`src/design/grpm_pkg.sv`:
```
// Shared constants, codes, types and helpers for the generational region pool manager.
package grpm_pkg;

	localparam int REGION_COUNT = 64;
	localparam int IDX_W        = $clog2(REGION_COUNT);
	localparam int CNT_W        = $clog2(REGION_COUNT + 1);
	localparam int KIND_W       = 3;
	localparam int AGE_W        = 8;
	localparam int OP_W         = 2;
	localparam int STATUS_W     = 2;
	localparam int LIMIT_W      = 7;
	localparam int CFG_IDX_W    = 2;
	localparam int CFG_DATA_W   = 8;
	localparam int NUM_KINDS    = 5;
	localparam int KSEL_W       = $clog2(NUM_KINDS);

	localparam logic [AGE_W-1:0] AGE_MAX = {AGE_W{1'b1}};

	localparam logic [OP_W-1:0] OP_ALLOC   = 2'd0;
	localparam logic [OP_W-1:0] OP_FREE    = 2'd1;
	localparam logic [OP_W-1:0] OP_PROMOTE = 2'd2;
	localparam logic [OP_W-1:0] OP_AGE     = 2'd3;

	localparam logic [KIND_W-1:0] KIND_EMPTY     = 3'd0;
	localparam logic [KIND_W-1:0] KIND_YOUNG     = 3'd1;
	localparam logic [KIND_W-1:0] KIND_SURVIVOR  = 3'd2;
	localparam logic [KIND_W-1:0] KIND_OLD       = 3'd3;
	localparam logic [KIND_W-1:0] KIND_HUMONGOUS = 3'd4;
	localparam logic [KIND_W-1:0] KIND_PINNED    = 3'd5;

	localparam logic [STATUS_W-1:0] STATUS_OK        = 2'd0;
	localparam logic [STATUS_W-1:0] STATUS_EXHAUSTED = 2'd1;
	localparam logic [STATUS_W-1:0] STATUS_BAD_INDEX = 2'd2;

	localparam logic [CFG_IDX_W-1:0] CFG_REGION_LIMIT   = 2'd0;
	localparam logic [CFG_IDX_W-1:0] CFG_YOUNG_AGE      = 2'd1;
	localparam logic [CFG_IDX_W-1:0] CFG_SURVIVOR_AGE   = 2'd2;

	localparam logic [LIMIT_W-1:0] LIMIT_RESET        = 7'd64;
	localparam logic [AGE_W-1:0]   YOUNG_AGE_RESET    = 8'd1;
	localparam logic [AGE_W-1:0]   SURVIVOR_AGE_RESET = 8'd15;

	typedef struct packed {
		logic accept;
		logic exec;
	} grpm_cmd_t;

	function automatic logic [IDX_W-1:0] grpm_next_ptr(input logic [IDX_W-1:0] ptr);
		return (ptr == IDX_W'(REGION_COUNT - 1)) ? '0 : ptr + 1'b1;
	endfunction

endpackage

```
`src/design/grpm_ctrl.sv`:
```
// Controller: sequences table read and update for each request and owns the result valid.
module grpm_ctrl (
	input  logic                clk,
	input  logic                arst_n,
	input  logic                in_valid,
	output logic                in_ready,
	output logic                out_valid,
	input  logic                out_ready,
	output grpm_pkg::grpm_cmd_t cmd
);
	import grpm_pkg::*;

	localparam logic ST_IDLE = 1'b0;
	localparam logic ST_EXEC = 1'b1;

	logic state_q;
	logic out_valid_q;

	assign in_ready   = (state_q == ST_IDLE);
	assign out_valid  = out_valid_q;
	assign cmd.accept = in_valid && in_ready;
	assign cmd.exec   = (state_q == ST_EXEC) && (!out_valid_q || out_ready);

	always_ff @(posedge clk or negedge arst_n) begin
		if (!arst_n) begin
			state_q     <= ST_IDLE;
			out_valid_q <= 1'b0;
		end else begin
			case (state_q)
				ST_IDLE: begin
					if (cmd.accept) begin
						state_q <= ST_EXEC;
					end
				end
				ST_EXEC: begin
					if (cmd.exec) begin
						state_q <= ST_IDLE;
					end
				end
				default: begin
					state_q <= ST_IDLE;
				end
			endcase
			if (cmd.exec) begin
				out_valid_q <= 1'b1;
			end else if (out_ready) begin
				out_valid_q <= 1'b0;
			end
		end
	end

	a_exec_gives_result: assert property (@(posedge clk) disable iff (!arst_n)
		cmd.exec |=> out_valid_q)
		else $error("update did not present a result");

	a_stall_holds_update: assert property (@(posedge clk) disable iff (!arst_n)
		(state_q == ST_EXEC) && out_valid_q && !out_ready |=> (state_q == ST_EXEC))
		else $error("update overran a result that was not taken");

	a_no_back_to_back_accept: assert property (@(posedge clk) disable iff (!arst_n)
		cmd.accept |=> !cmd.accept)
		else $error("request accepted before the previous one was applied");

endmodule

```
`src/design/grpm_datapath.sv`:
```
// Datapath: region tables, free queue, counters, configuration and result register.
module grpm_datapath (
	input  logic                                 clk,
	input  logic                                 arst_n,
	input  grpm_pkg::grpm_cmd_t                  cmd,
	input  logic                                 cfg_write,
	input  logic [grpm_pkg::CFG_IDX_W-1:0]       cfg_index,
	input  logic [grpm_pkg::CFG_DATA_W-1:0]      cfg_data,
	input  logic [grpm_pkg::OP_W-1:0]            operation,
	input  logic [grpm_pkg::KIND_W-1:0]          region_kind,
	input  logic [grpm_pkg::IDX_W-1:0]           region_index,
	output logic [grpm_pkg::STATUS_W-1:0]        status,
	output logic [grpm_pkg::IDX_W-1:0]           result_index,
	output logic [grpm_pkg::KIND_W-1:0]          result_kind,
	output logic [grpm_pkg::AGE_W-1:0]           result_age,
	output logic                                 was_promoted,
	output logic [grpm_pkg::CNT_W-1:0]           created_count,
	output logic [grpm_pkg::CNT_W-1:0]           free_count,
	output logic [grpm_pkg::CNT_W-1:0]           young_count,
	output logic [grpm_pkg::CNT_W-1:0]           survivor_count,
	output logic [grpm_pkg::CNT_W-1:0]           old_count,
	output logic [grpm_pkg::CNT_W-1:0]           humongous_count,
	output logic [grpm_pkg::CNT_W-1:0]           pinned_count
);
	import grpm_pkg::*;

	logic [KIND_W-1:0] kind_mem [REGION_COUNT];
	logic [AGE_W-1:0]  age_mem  [REGION_COUNT];
	logic [IDX_W-1:0]  fq_mem   [REGION_COUNT];

	logic [LIMIT_W-1:0] region_limit_q;
	logic [AGE_W-1:0]   young_age_q;
	logic [AGE_W-1:0]   survivor_age_q;

	logic [OP_W-1:0]   op_q;
	logic [KIND_W-1:0] kind_q;
	logic [IDX_W-1:0]  idx_q;
	logic [IDX_W-1:0]  fq_rd_q;
	logic [KIND_W-1:0] kind_rd_q;
	logic [AGE_W-1:0]  age_rd_q;

	logic [IDX_W-1:0] head_q;
	logic [IDX_W-1:0] tail_q;
	logic [CNT_W-1:0] created_q;
	logic [CNT_W-1:0] fill_q;
	logic [CNT_W-1:0] kcnt_q [NUM_KINDS];

	logic [STATUS_W-1:0] status_q;
	logic [IDX_W-1:0]    r_index_q;
	logic [KIND_W-1:0]   r_kind_q;
	logic [AGE_W-1:0]    r_age_q;
	logic                promoted_q;
	logic [CNT_W-1:0]    created_out_q;
	logic [CNT_W-1:0]    fill_out_q;
	logic [CNT_W-1:0]    kcnt_out_q [NUM_KINDS];

	logic [CNT_W-1:0]    limit_eff;
	logic                have_free;
	logic                can_create;
	logic [KIND_W-1:0]   alloc_kind;
	logic [AGE_W-1:0]    age_inc;
	logic                bad_index;
	logic                go;
	logic                got;
	logic [STATUS_W-1:0] nxt_status;
	logic [IDX_W-1:0]    nxt_index;
	logic [KIND_W-1:0]   nxt_kind;
	logic [AGE_W-1:0]    nxt_age;
	logic                nxt_promoted;
	logic                tbl_we;
	logic [IDX_W-1:0]    tbl_addr;
	logic                enq;
	logic [IDX_W-1:0]    enq_id;
	logic                pop;
	logic                create;
	logic                inc_en;
	logic [KSEL_W-1:0]   inc_sel;
	logic                dec_en;
	logic [KSEL_W-1:0]   dec_sel;
	logic [CNT_W-1:0]    fill_nxt;
	logic [CNT_W-1:0]    created_nxt;
	logic [CNT_W-1:0]    kcnt_nxt [NUM_KINDS];
	logic [CNT_W+2:0]    pool_sum;

	always_comb begin
		limit_eff  = (int'(region_limit_q) > REGION_COUNT) ? CNT_W'(REGION_COUNT)
			: CNT_W'(region_limit_q);
		have_free  = (fill_q != '0);
		can_create = (created_q < limit_eff);
		alloc_kind = (kind_q inside {[KIND_YOUNG:KIND_PINNED]}) ? kind_q : KIND_EMPTY;
		age_inc    = (age_rd_q == AGE_MAX) ? age_rd_q : age_rd_q + 1'b1;
		bad_index  = (CNT_W'(idx_q) >= created_q) || (kind_rd_q == KIND_EMPTY);

		go           = 1'b0;
		got          = 1'b0;
		nxt_status   = STATUS_OK;
		nxt_index    = '0;
		nxt_kind     = KIND_EMPTY;
		nxt_age      = '0;
		nxt_promoted = 1'b0;
		tbl_we       = 1'b0;
		tbl_addr     = idx_q;
		enq          = 1'b0;
		enq_id       = idx_q;
		pop          = 1'b0;
		create       = 1'b0;
		inc_en       = 1'b0;
		inc_sel      = '0;
		dec_en       = 1'b0;
		dec_sel      = '0;

		if (op_q == OP_ALLOC) begin
			if (have_free) begin
				got       = 1'b1;
				pop       = 1'b1;
				nxt_index = fq_rd_q;
			end else if (can_create) begin
				got       = 1'b1;
				create    = 1'b1;
				nxt_index = created_q[IDX_W-1:0];
			end
			if (!got) begin
				nxt_status = STATUS_EXHAUSTED;
				nxt_index  = '0;
			end else begin
				tbl_we   = 1'b1;
				tbl_addr = nxt_index;
				nxt_kind = alloc_kind;
				if (alloc_kind != KIND_EMPTY) begin
					inc_en  = 1'b1;
					inc_sel = KSEL_W'(alloc_kind - 1'b1);
				end else begin
					enq    = 1'b1;
					enq_id = nxt_index;
				end
			end
		end else begin
			nxt_index = idx_q;
			if (bad_index) begin
				nxt_status = STATUS_BAD_INDEX;
			end else begin
				tbl_we   = 1'b1;
				nxt_kind = kind_rd_q;
				nxt_age  = age_rd_q;
				case (op_q)
					OP_FREE: begin
						dec_en   = 1'b1;
						dec_sel  = KSEL_W'(kind_rd_q - 1'b1);
						nxt_kind = KIND_EMPTY;
						nxt_age  = '0;
						enq      = 1'b1;
					end
					OP_PROMOTE: begin
						go = (kind_rd_q == KIND_YOUNG) || (kind_rd_q == KIND_SURVIVOR);
					end
					OP_AGE: begin
						nxt_age = age_inc;
						go = ((kind_rd_q == KIND_YOUNG) && (age_inc > young_age_q))
							|| ((kind_rd_q == KIND_SURVIVOR) && (age_inc > survivor_age_q));
					end
					default: begin
						go = 1'b0;
					end
				endcase
				if (go) begin
					dec_en       = 1'b1;
					dec_sel      = KSEL_W'(kind_rd_q - 1'b1);
					nxt_kind     = (kind_rd_q == KIND_YOUNG) ? KIND_SURVIVOR : KIND_OLD;
					inc_en       = 1'b1;
					inc_sel      = KSEL_W'(nxt_kind - 1'b1);
					nxt_promoted = 1'b1;
				end
			end
		end

		fill_nxt    = fill_q - CNT_W'(pop) + CNT_W'(enq);
		created_nxt = created_q + CNT_W'(create);
		for (int i = 0; i < NUM_KINDS; i++) begin
			kcnt_nxt[i] = kcnt_q[i]
				+ CNT_W'(inc_en && (inc_sel == KSEL_W'(i)))
				- CNT_W'(dec_en && (dec_sel == KSEL_W'(i)));
		end

		pool_sum = (CNT_W+3)'(fill_q);
		for (int i = 0; i < NUM_KINDS; i++) begin
			pool_sum = pool_sum + (CNT_W+3)'(kcnt_q[i]);
		end
	end

	always_ff @(posedge clk) begin
		if (cmd.accept) begin
			op_q      <= operation;
			kind_q    <= region_kind;
			idx_q     <= region_index;
			fq_rd_q   <= fq_mem[head_q];
			kind_rd_q <= kind_mem[region_index];
			age_rd_q  <= age_mem[region_index];
		end
		if (cmd.exec && tbl_we) begin
			kind_mem[tbl_addr] <= nxt_kind;
			age_mem[tbl_addr]  <= nxt_age;
		end
		if (cmd.exec && enq) begin
			fq_mem[tail_q] <= enq_id;
		end
	end

	always_ff @(posedge clk) begin
		if (cmd.exec) begin
			status_q      <= nxt_status;
			r_index_q     <= nxt_index;
			r_kind_q      <= nxt_kind;
			r_age_q       <= nxt_age;
			promoted_q    <= nxt_promoted;
			created_out_q <= created_nxt;
			fill_out_q    <= fill_nxt;
			for (int i = 0; i < NUM_KINDS; i++) begin
				kcnt_out_q[i] <= kcnt_nxt[i];
			end
		end
	end

	always_ff @(posedge clk or negedge arst_n) begin
		if (!arst_n) begin
			region_limit_q <= LIMIT_RESET;
			young_age_q    <= YOUNG_AGE_RESET;
			survivor_age_q <= SURVIVOR_AGE_RESET;
			head_q         <= '0;
			tail_q         <= '0;
			created_q      <= '0;
			fill_q         <= '0;
			for (int i = 0; i < NUM_KINDS; i++) begin
				kcnt_q[i] <= '0;
			end
		end else begin
			if (cfg_write) begin
				case (cfg_index)
					CFG_REGION_LIMIT: region_limit_q <= cfg_data[LIMIT_W-1:0];
					CFG_YOUNG_AGE:    young_age_q    <= cfg_data[AGE_W-1:0];
					CFG_SURVIVOR_AGE: survivor_age_q <= cfg_data[AGE_W-1:0];
					default: begin
					end
				endcase
			end
			if (cmd.exec) begin
				if (pop) begin
					head_q <= grpm_next_ptr(head_q);
				end
				if (enq) begin
					tail_q <= grpm_next_ptr(tail_q);
				end
				created_q <= created_nxt;
				fill_q    <= fill_nxt;
				for (int i = 0; i < NUM_KINDS; i++) begin
					kcnt_q[i] <= kcnt_nxt[i];
				end
			end
		end
	end

	assign status          = status_q;
	assign result_index    = r_index_q;
	assign result_kind     = r_kind_q;
	assign result_age      = r_age_q;
	assign was_promoted    = promoted_q;
	assign created_count   = created_out_q;
	assign free_count      = fill_out_q;
	assign young_count     = kcnt_out_q[0];
	assign survivor_count  = kcnt_out_q[1];
	assign old_count       = kcnt_out_q[2];
	assign humongous_count = kcnt_out_q[3];
	assign pinned_count    = kcnt_out_q[4];

	a_pool_conserved: assert property (@(posedge clk) disable iff (!arst_n)
		pool_sum == (CNT_W+3)'(created_q))
		else $error("free and typed regions do not add up to the created regions");

	a_fill_bounded: assert property (@(posedge clk) disable iff (!arst_n)
		fill_q <= created_q)
		else $error("free queue holds more entries than regions created");

	a_counts_stable_when_idle: assert property (@(posedge clk) disable iff (!arst_n)
		!cmd.exec |=> $stable(created_q) && $stable(fill_q) && $stable(head_q))
		else $error("pool state changed without an update");

endmodule

```
`src/design/generational_region_pool_manager.sv`:
```
// Top level of the generational region pool manager.
// Each request (alloc, free, promote or age) first reads the kind and age tables and the
// head of the free queue, then applies the update and loads the result register. A new
// request is accepted while the previous result waits to be transferred, but its update
// waits until that transfer, so a stalled output holds back the update step. Every result
// carries the created, free and per-kind counts after the request.
// The tables hold no reset value; no clearing pass is needed after reset.
module generational_region_pool_manager (
	input  logic                                 clk,
	input  logic                                 arst_n,
	input  logic                                 cfg_write,
	input  logic [grpm_pkg::CFG_IDX_W-1:0]       cfg_index,
	input  logic [grpm_pkg::CFG_DATA_W-1:0]      cfg_data,
	input  logic                                 in_valid,
	output logic                                 in_ready,
	input  logic [grpm_pkg::OP_W-1:0]            operation,
	input  logic [grpm_pkg::KIND_W-1:0]          region_kind,
	input  logic [grpm_pkg::IDX_W-1:0]           region_index,
	output logic                                 out_valid,
	input  logic                                 out_ready,
	output logic [grpm_pkg::STATUS_W-1:0]        status,
	output logic [grpm_pkg::IDX_W-1:0]           result_index,
	output logic [grpm_pkg::KIND_W-1:0]          result_kind,
	output logic [grpm_pkg::AGE_W-1:0]           result_age,
	output logic                                 was_promoted,
	output logic [grpm_pkg::CNT_W-1:0]           created_count,
	output logic [grpm_pkg::CNT_W-1:0]           free_count,
	output logic [grpm_pkg::CNT_W-1:0]           young_count,
	output logic [grpm_pkg::CNT_W-1:0]           survivor_count,
	output logic [grpm_pkg::CNT_W-1:0]           old_count,
	output logic [grpm_pkg::CNT_W-1:0]           humongous_count,
	output logic [grpm_pkg::CNT_W-1:0]           pinned_count
);
	import grpm_pkg::*;

	grpm_cmd_t cmd;

	grpm_ctrl u_ctrl (
		.clk       (clk),
		.arst_n    (arst_n),
		.in_valid  (in_valid),
		.in_ready  (in_ready),
		.out_valid (out_valid),
		.out_ready (out_ready),
		.cmd       (cmd)
	);

	grpm_datapath u_datapath (
		.clk             (clk),
		.arst_n          (arst_n),
		.cmd             (cmd),
		.cfg_write       (cfg_write),
		.cfg_index       (cfg_index),
		.cfg_data        (cfg_data),
		.operation       (operation),
		.region_kind     (region_kind),
		.region_index    (region_index),
		.status          (status),
		.result_index    (result_index),
		.result_kind     (result_kind),
		.result_age      (result_age),
		.was_promoted    (was_promoted),
		.created_count   (created_count),
		.free_count      (free_count),
		.young_count     (young_count),
		.survivor_count  (survivor_count),
		.old_count       (old_count),
		.humongous_count (humongous_count),
		.pinned_count    (pinned_count)
	);

endmodule
```
`config.mk`:
```
export PLATFORM = sky130hd
export DESIGN_NAME = generational_region_pool_manager
export DESIGN_NICKNAME = d
export VERILOG_FILES = /design/src/design/grpm_pkg.sv /design/src/design/grpm_ctrl.sv /design/src/design/grpm_datapath.sv /design/src/design/generational_region_pool_manager.sv
export SDC_FILE = /design/constraint.sdc
export NUM_CORES = 1
export LEC_CHECK = 0
export ABC_AREA = 1
export ABC_CLOCK_PERIOD_IN_PS = 5600
export BUFFER_PORTS_ARGS = -buffer_cell sky130_fd_sc_hd__buf_2
export CAP_MARGIN = 20
export CORE_ASPECT_RATIO = 1.25
export CORE_MARGIN = 3
export CORE_UTILIZATION = 50
export DETAILED_ROUTE_END_ITERATION = 10
export PLACE_DENSITY = 0.75
export SLEW_MARGIN = 20
export SYNTH_ARGS = -nofsm -noshare
export SYNTH_HDL_FRONTEND = slang
export SYNTH_SLANG_ARGS = --single-unit
export TNS_END_PERCENT = 10
```
`constraint.sdc`:
```
create_clock -name clk -period 5.6 [get_ports clk]
set_clock_uncertainty 0.05 [all_clocks]
set_input_delay 0.28 -clock clk [delete_from_list [all_inputs] [get_ports clk]]
set_output_delay 0.28 -clock clk [all_outputs]
set_load 0.1 [all_outputs]
```
==> flow_results.xml <==
<?xml version="1.0" encoding="UTF-8"?>
<metrics>
  <group name="global_routing">
    <metric name="grtUsageMet2" unit="%">39.0</metric>
    <metric name="first_pass_grt_wire_length" unit="mm">199</metric>
    <metric name="grt_util_all_layers" unit="%">23.4</metric>
    <metric name="grt_max_degree" unit="">223</metric>
    <metric name="met1_usage_grt" unit="%">30.7</metric>
    <metric name="antenna_found_initial" unit="">3</metric>
    <metric name="globalRoute.busiestLayer" unit="">met2</metric>
    <metric name="grt_remaining_overflow" unit="">0</metric>
    <metric name="use_met3" unit="%">3.94</metric>
    <metric name="first_global_vias" unit="">34300</metric>
  </group>
  <group name="place">
    <metric name="finalWeightedCongestion" unit="">0.864</metric>
    <metric name="detailed_place_hpwl" unit="mm">76.9</metric>
    <metric name="numPortBuffers" unit="">96</metric>
    <metric name="dp_slack" unit="ns">0.650</metric>
  </group>
  <group name="worst_setup_path">
    <metric name="worst-endpoint-arrival" unit="ns">5.35</metric>
    <metric name="worstPathMaxFanout" unit="">7</metric>
    <metric name="setup.reg_to_reg.worst_slack" unit="ns">0.68</metric>
    <metric name="r2r_cells" unit="">29</metric>
    <metric name="crit_reg_reg_endpoint" unit="">u_datapath.kcnt_out_q[0][34]</metric>
    <metric name="start_kind" unit="">flop</metric>
    <metric name="cp.required" unit="ns">6.03</metric>
    <metric name="cp_max_stage_delay" unit="ns">0.43</metric>
    <metric name="criticalPathCategory" unit="">flop to flop</metric>
    <metric name="reg2reg_from" unit="">u_datapath.age_rd_q[1]</metric>
    <metric name="setup.worst_path.end_class" unit="">flop</metric>
    <metric name="crit_buf_inv" unit="">3</metric>
    <metric name="crit_slowest_cell" unit="">fa_1</metric>
    <metric name="worst_path_dominant_cell_family" unit="">simple AND/OR/NAND/NOR gates</metric>
  </group>
  <group name="synthesis">
    <metric name="asyncSetResetFlopFracSynth" unit="%">6.77</metric>
    <metric name="syn_area" unit="mm^2">0.0528</metric>
    <metric name="synthCells" unit="">4352</metric>
    <metric name="dominantRegCellSynth" unit="">edfxtp_1</metric>
    <metric name="syn_nets" unit="">4467</metric>
    <metric name="yosys_warnings" unit="">0</metric>
    <metric name="yosys.area.top_type_share" unit="%">67.3</metric>
    <metric name="synth_enable_flop_cells" unit="">1185</metric>
    <metric name="synth.largest_area_cell" unit="">edfxtp_1</metric>
    <metric name="synth.avg_cell_area" unit="um^2">12.1</metric>
    <metric name="yosysSeqAreaShare" unit="%">71.4</metric>
    <metric name="synthDistinctLibCells" unit="">41</metric>
    <metric name="most_instantiated_library_cell_after_synthesis" unit="">edfxtp_1</metric>
    <metric name="post_synth_most_frequent_cells" unit="">edfxtp_1 (1185), nor2_1 (795), o21ai_0 (723)</metric>
    <metric name="synth_seq_cells" unit="">1271</metric>
    <metric name="cell_types_occupying_the_most_area_after_synthesis" unit="">edfxtp_1 (67%), o21ai_0 (6.8%), nor2_1 (5.6%)</metric>
  </group>
  <group name="floorplanning">
    <metric name="row_count" unit="">132</metric>
    <metric name="die-height" unit="um">369</metric>
    <metric name="die-width" unit="um">297</metric>
    <metric name="floorplan.initialDensity" unit="%">50.7</metric>
    <metric name="num_io_pins" unit="">97</metric>
    <metric name="die-area" unit="mm^2">0.110</metric>
    <metric name="floorplan.core_area" unit="mm^2">0.104</metric>
  </group>
  <group name="route">
    <metric name="drc" unit="">0</metric>
    <metric name="drt_wl_total" unit="mm">131</metric>
    <metric name="detail_route.wl_per_cell" unit="um">22.0</metric>
    <metric name="drt-vias-per-instance" unit="">5.91</metric>
    <metric name="routed-via-count" unit="">35100</metric>
    <metric name="firstDrtPassIters" unit="">8</metric>
    <metric name="drt-initial-drc-count" unit="">3972</metric>
    <metric name="antenna_left" unit="">0</metric>
  </group>
  <group name="timing">
    <metric name="finalSetupViolCount" unit="">0</metric>
    <metric name="hold_viol_final" unit="">0</metric>
    <metric name="final_period_minus_worst_setup_slack" unit="ns">4.92</metric>
    <metric name="totalNegativeSetupSlack" unit="ns">0</metric>
    <metric name="maxSlewHeadroom" unit="%">22.8</metric>
    <metric name="finalCritPeriodShare" unit="%">87.9</metric>
    <metric name="worst_hold_slack" unit="ns">0.0740</metric>
    <metric name="final_max_slew_viol_count" unit="">0</metric>
    <metric name="timing_worst_slew_pin_value" unit="ns">1.15</metric>
    <metric name="rsz_0062_raised_after_global_routing" unit="">no</metric>
    <metric name="maximum_clock_frequency" unit="MHz">203</metric>
    <metric name="worst_slack" unit="ns">0.676</metric>
  </group>
  <group name="final_layout">
    <metric name="nNetsFinal" unit="">4546</metric>
    <metric name="share_of_layout_cells_above_drive_strength_1" unit="%">9.78</metric>
    <metric name="syn2layout_area_growth" unit="%">12.1</metric>
    <metric name="n_antenna_cell" unit="">0</metric>
    <metric name="postLayoutCoreUtil" unit="%">56.8</metric>
  </group>
  <group name="clock_tree">
    <metric name="clkSlewWorstSetupHoldPaths" unit="ns">0.06</metric>
    <metric name="clock_insertion_delay_worst_skew" unit="ns">0.74</metric>
    <metric name="number_of_buffers_created_by_cts" unit="">115</metric>
    <metric name="post_cts_buffers" unit="">0</metric>
    <metric name="clock_tree.buffer_depth" unit="">3</metric>
    <metric name="cts_num_sinks" unit="">1271</metric>
    <metric name="cts_tree" unit="">built</metric>
    <metric name="ctsHtreeMaxLevel" unit="">3</metric>
    <metric name="cts-root-buf" unit="">clkbuf_16</metric>
  </group>
  <group name="pwr">
    <metric name="vdd_ir_drop_max" unit="V">0.000478</metric>
    <metric name="fin_total_pwr" unit="mW">27.1</metric>
    <metric name="powerDensity" unit="mW/mm^2">457</metric>
    <metric name="p_leak" unit="nW">20.7</metric>
  </group>
  <group name="worst_hold_path">
    <metric name="min_path_cells" unit="">2</metric>
    <metric name="holdCritStartpoint" unit="">region_index[4]</metric>
    <metric name="holdPathEnd" unit="">u_datapath.idx_q[4]</metric>
    <metric name="hp-class" unit="">input pin to flop</metric>
  </group>
  <group name="run">
    <metric name="max_cap_violations" unit="">0</metric>
  </group>
  <group name="outcome">
    <metric name="run_status" unit="">finished, final reports clean</metric>
  </group>
</metrics>
==> worst reg2reg max path, delay by kind of cell, from the launching register on <==
family	cells	cell delay, ns
DFF	1	0.41
and+or+nand+nor	16	1.69
AOI/OAI and AO/OA	4	0.79
adders and majority gates	5	1.33
xor gates and xnor gates	1	0.15
buffers and inverters	3	0.26
==> routing by layer <==
metal	routed length [um]	part of all wire, %
met5	0	0
met4	4820	3.7
met3	12300	9.4
met2	63900	49
met1	49600	38
==> logic make-up after synthesis <==
kind of cell | synth area share [%]
AO/OA/AOI/OAI | 11.9
AND/OR/NAND/NOR | 10.4
adder cells (fa/ha/maj) | 2.19
flip-flops | 71.4
buffers and inverters | 3.26
multiplexers | 0.0213
XOR/XNOR | 0.812
==> sequential cells by signal, summed over array words and instances (netlist names), 7 cells and up <==
signal / cells
u_datapath.region_limit_q: 7
u_datapath.created_count: 7
u_datapath.age_rd_q: 8
u_datapath.free_count: 7
u_datapath.created_q: 7
u_datapath.kcnt_out_q: 35
u_datapath.age_mem: 512
u_datapath.fill_q: 7
u_datapath.young_age_q: 8
u_datapath.fq_mem: 384
u_datapath.kcnt_q: 35
u_datapath.result_age: 8
u_datapath.survivor_age_q: 8
u_datapath.kind_mem: 192
==> how the worst max path moves through the flow <==
stage | startpoint | to | slack (ns) | cells after the start
2_1_floorplan | u_datapath.age_rd_q[1] | u_datapath.kind_mem[0][1] | 0.02 | 19
3_3_place_gp | u_datapath.age_rd_q[1] | u_datapath.kcnt_out_q[0][34] | 0.72 | 28
3_5_place_dp | u_datapath.age_rd_q[1] | u_datapath.kcnt_out_q[0][34] | 0.65 | 28
4_1_cts | u_datapath.age_rd_q[1] | u_datapath.kcnt_out_q[0][34] | 0.62 | 28
5_1_grt | u_datapath.age_rd_q[1] | u_datapath.kcnt_q[20] | 0.008 | 30
6_report | u_datapath.age_rd_q[1] | u_datapath.kcnt_out_q[0][34] | 0.68 | 29
==> area by class of cell <==
| class | count | area [um^2] |
|---|---|---|
| Timing Repair Buffer | 205 | 1500 |
| Sequential cell | 1271 | 37700 |
| Clock buffer | 136 | 3010 |
| Fill cell | 8085 | 45000 |
| Inverter | 205 | 788 |
| Clock inverter | 80 | 877 |
| Multi-Input combinational cell | 2633 | 13500 |
| Tap cell | 1407 | 1760 |
==> report_power, final <==
group          total (mW)  switching (mW)  internal, mW  leakage, nW
sequential           11.9           0.391          11.5         11.9
clock                8.05            3.50          4.55         1.91
combinational        7.17            5.40          1.77         6.85
==> layout by cell type, fill, tap and decap left out, types with 35 or more instances in the layout <==
| cell type | count |
|---|---|
| a21oi_1 | 74 |
| dfrtp_1 | 78 |
| o21ai_0 | 721 |
| ha_1 | 83 |
| nor2_1 | 774 |
| clkbuf_16 | 116 |
| nand3_1 | 99 |
| o22ai_1 | 235 |
| buf_4 | 83 |
| nand2_1 | 386 |
| xor2_1 | 43 |
| o211ai_1 | 45 |
| buf_2 | 92 |
| inv_1 | 193 |
| o221ai_1 | 35 |
| edfxtp_1 | 1185 |
==> repair_timing <==
item / CTS / global route
gates resized for setup: 0 / 0
hold buffers: 20 / 0
hold endpoints to repair: 52 / 0
==> metrics by stage <==
step | instances | area, um^2
floorplan | 4352 | 52800
global placement | 5696 | 55000
detailed placement | 5696 | 55000
CTS | 5932 | 59100
global route | 5937 | 59200
finish | 5937 | 59200
Power figures use the tool's default switching activity.
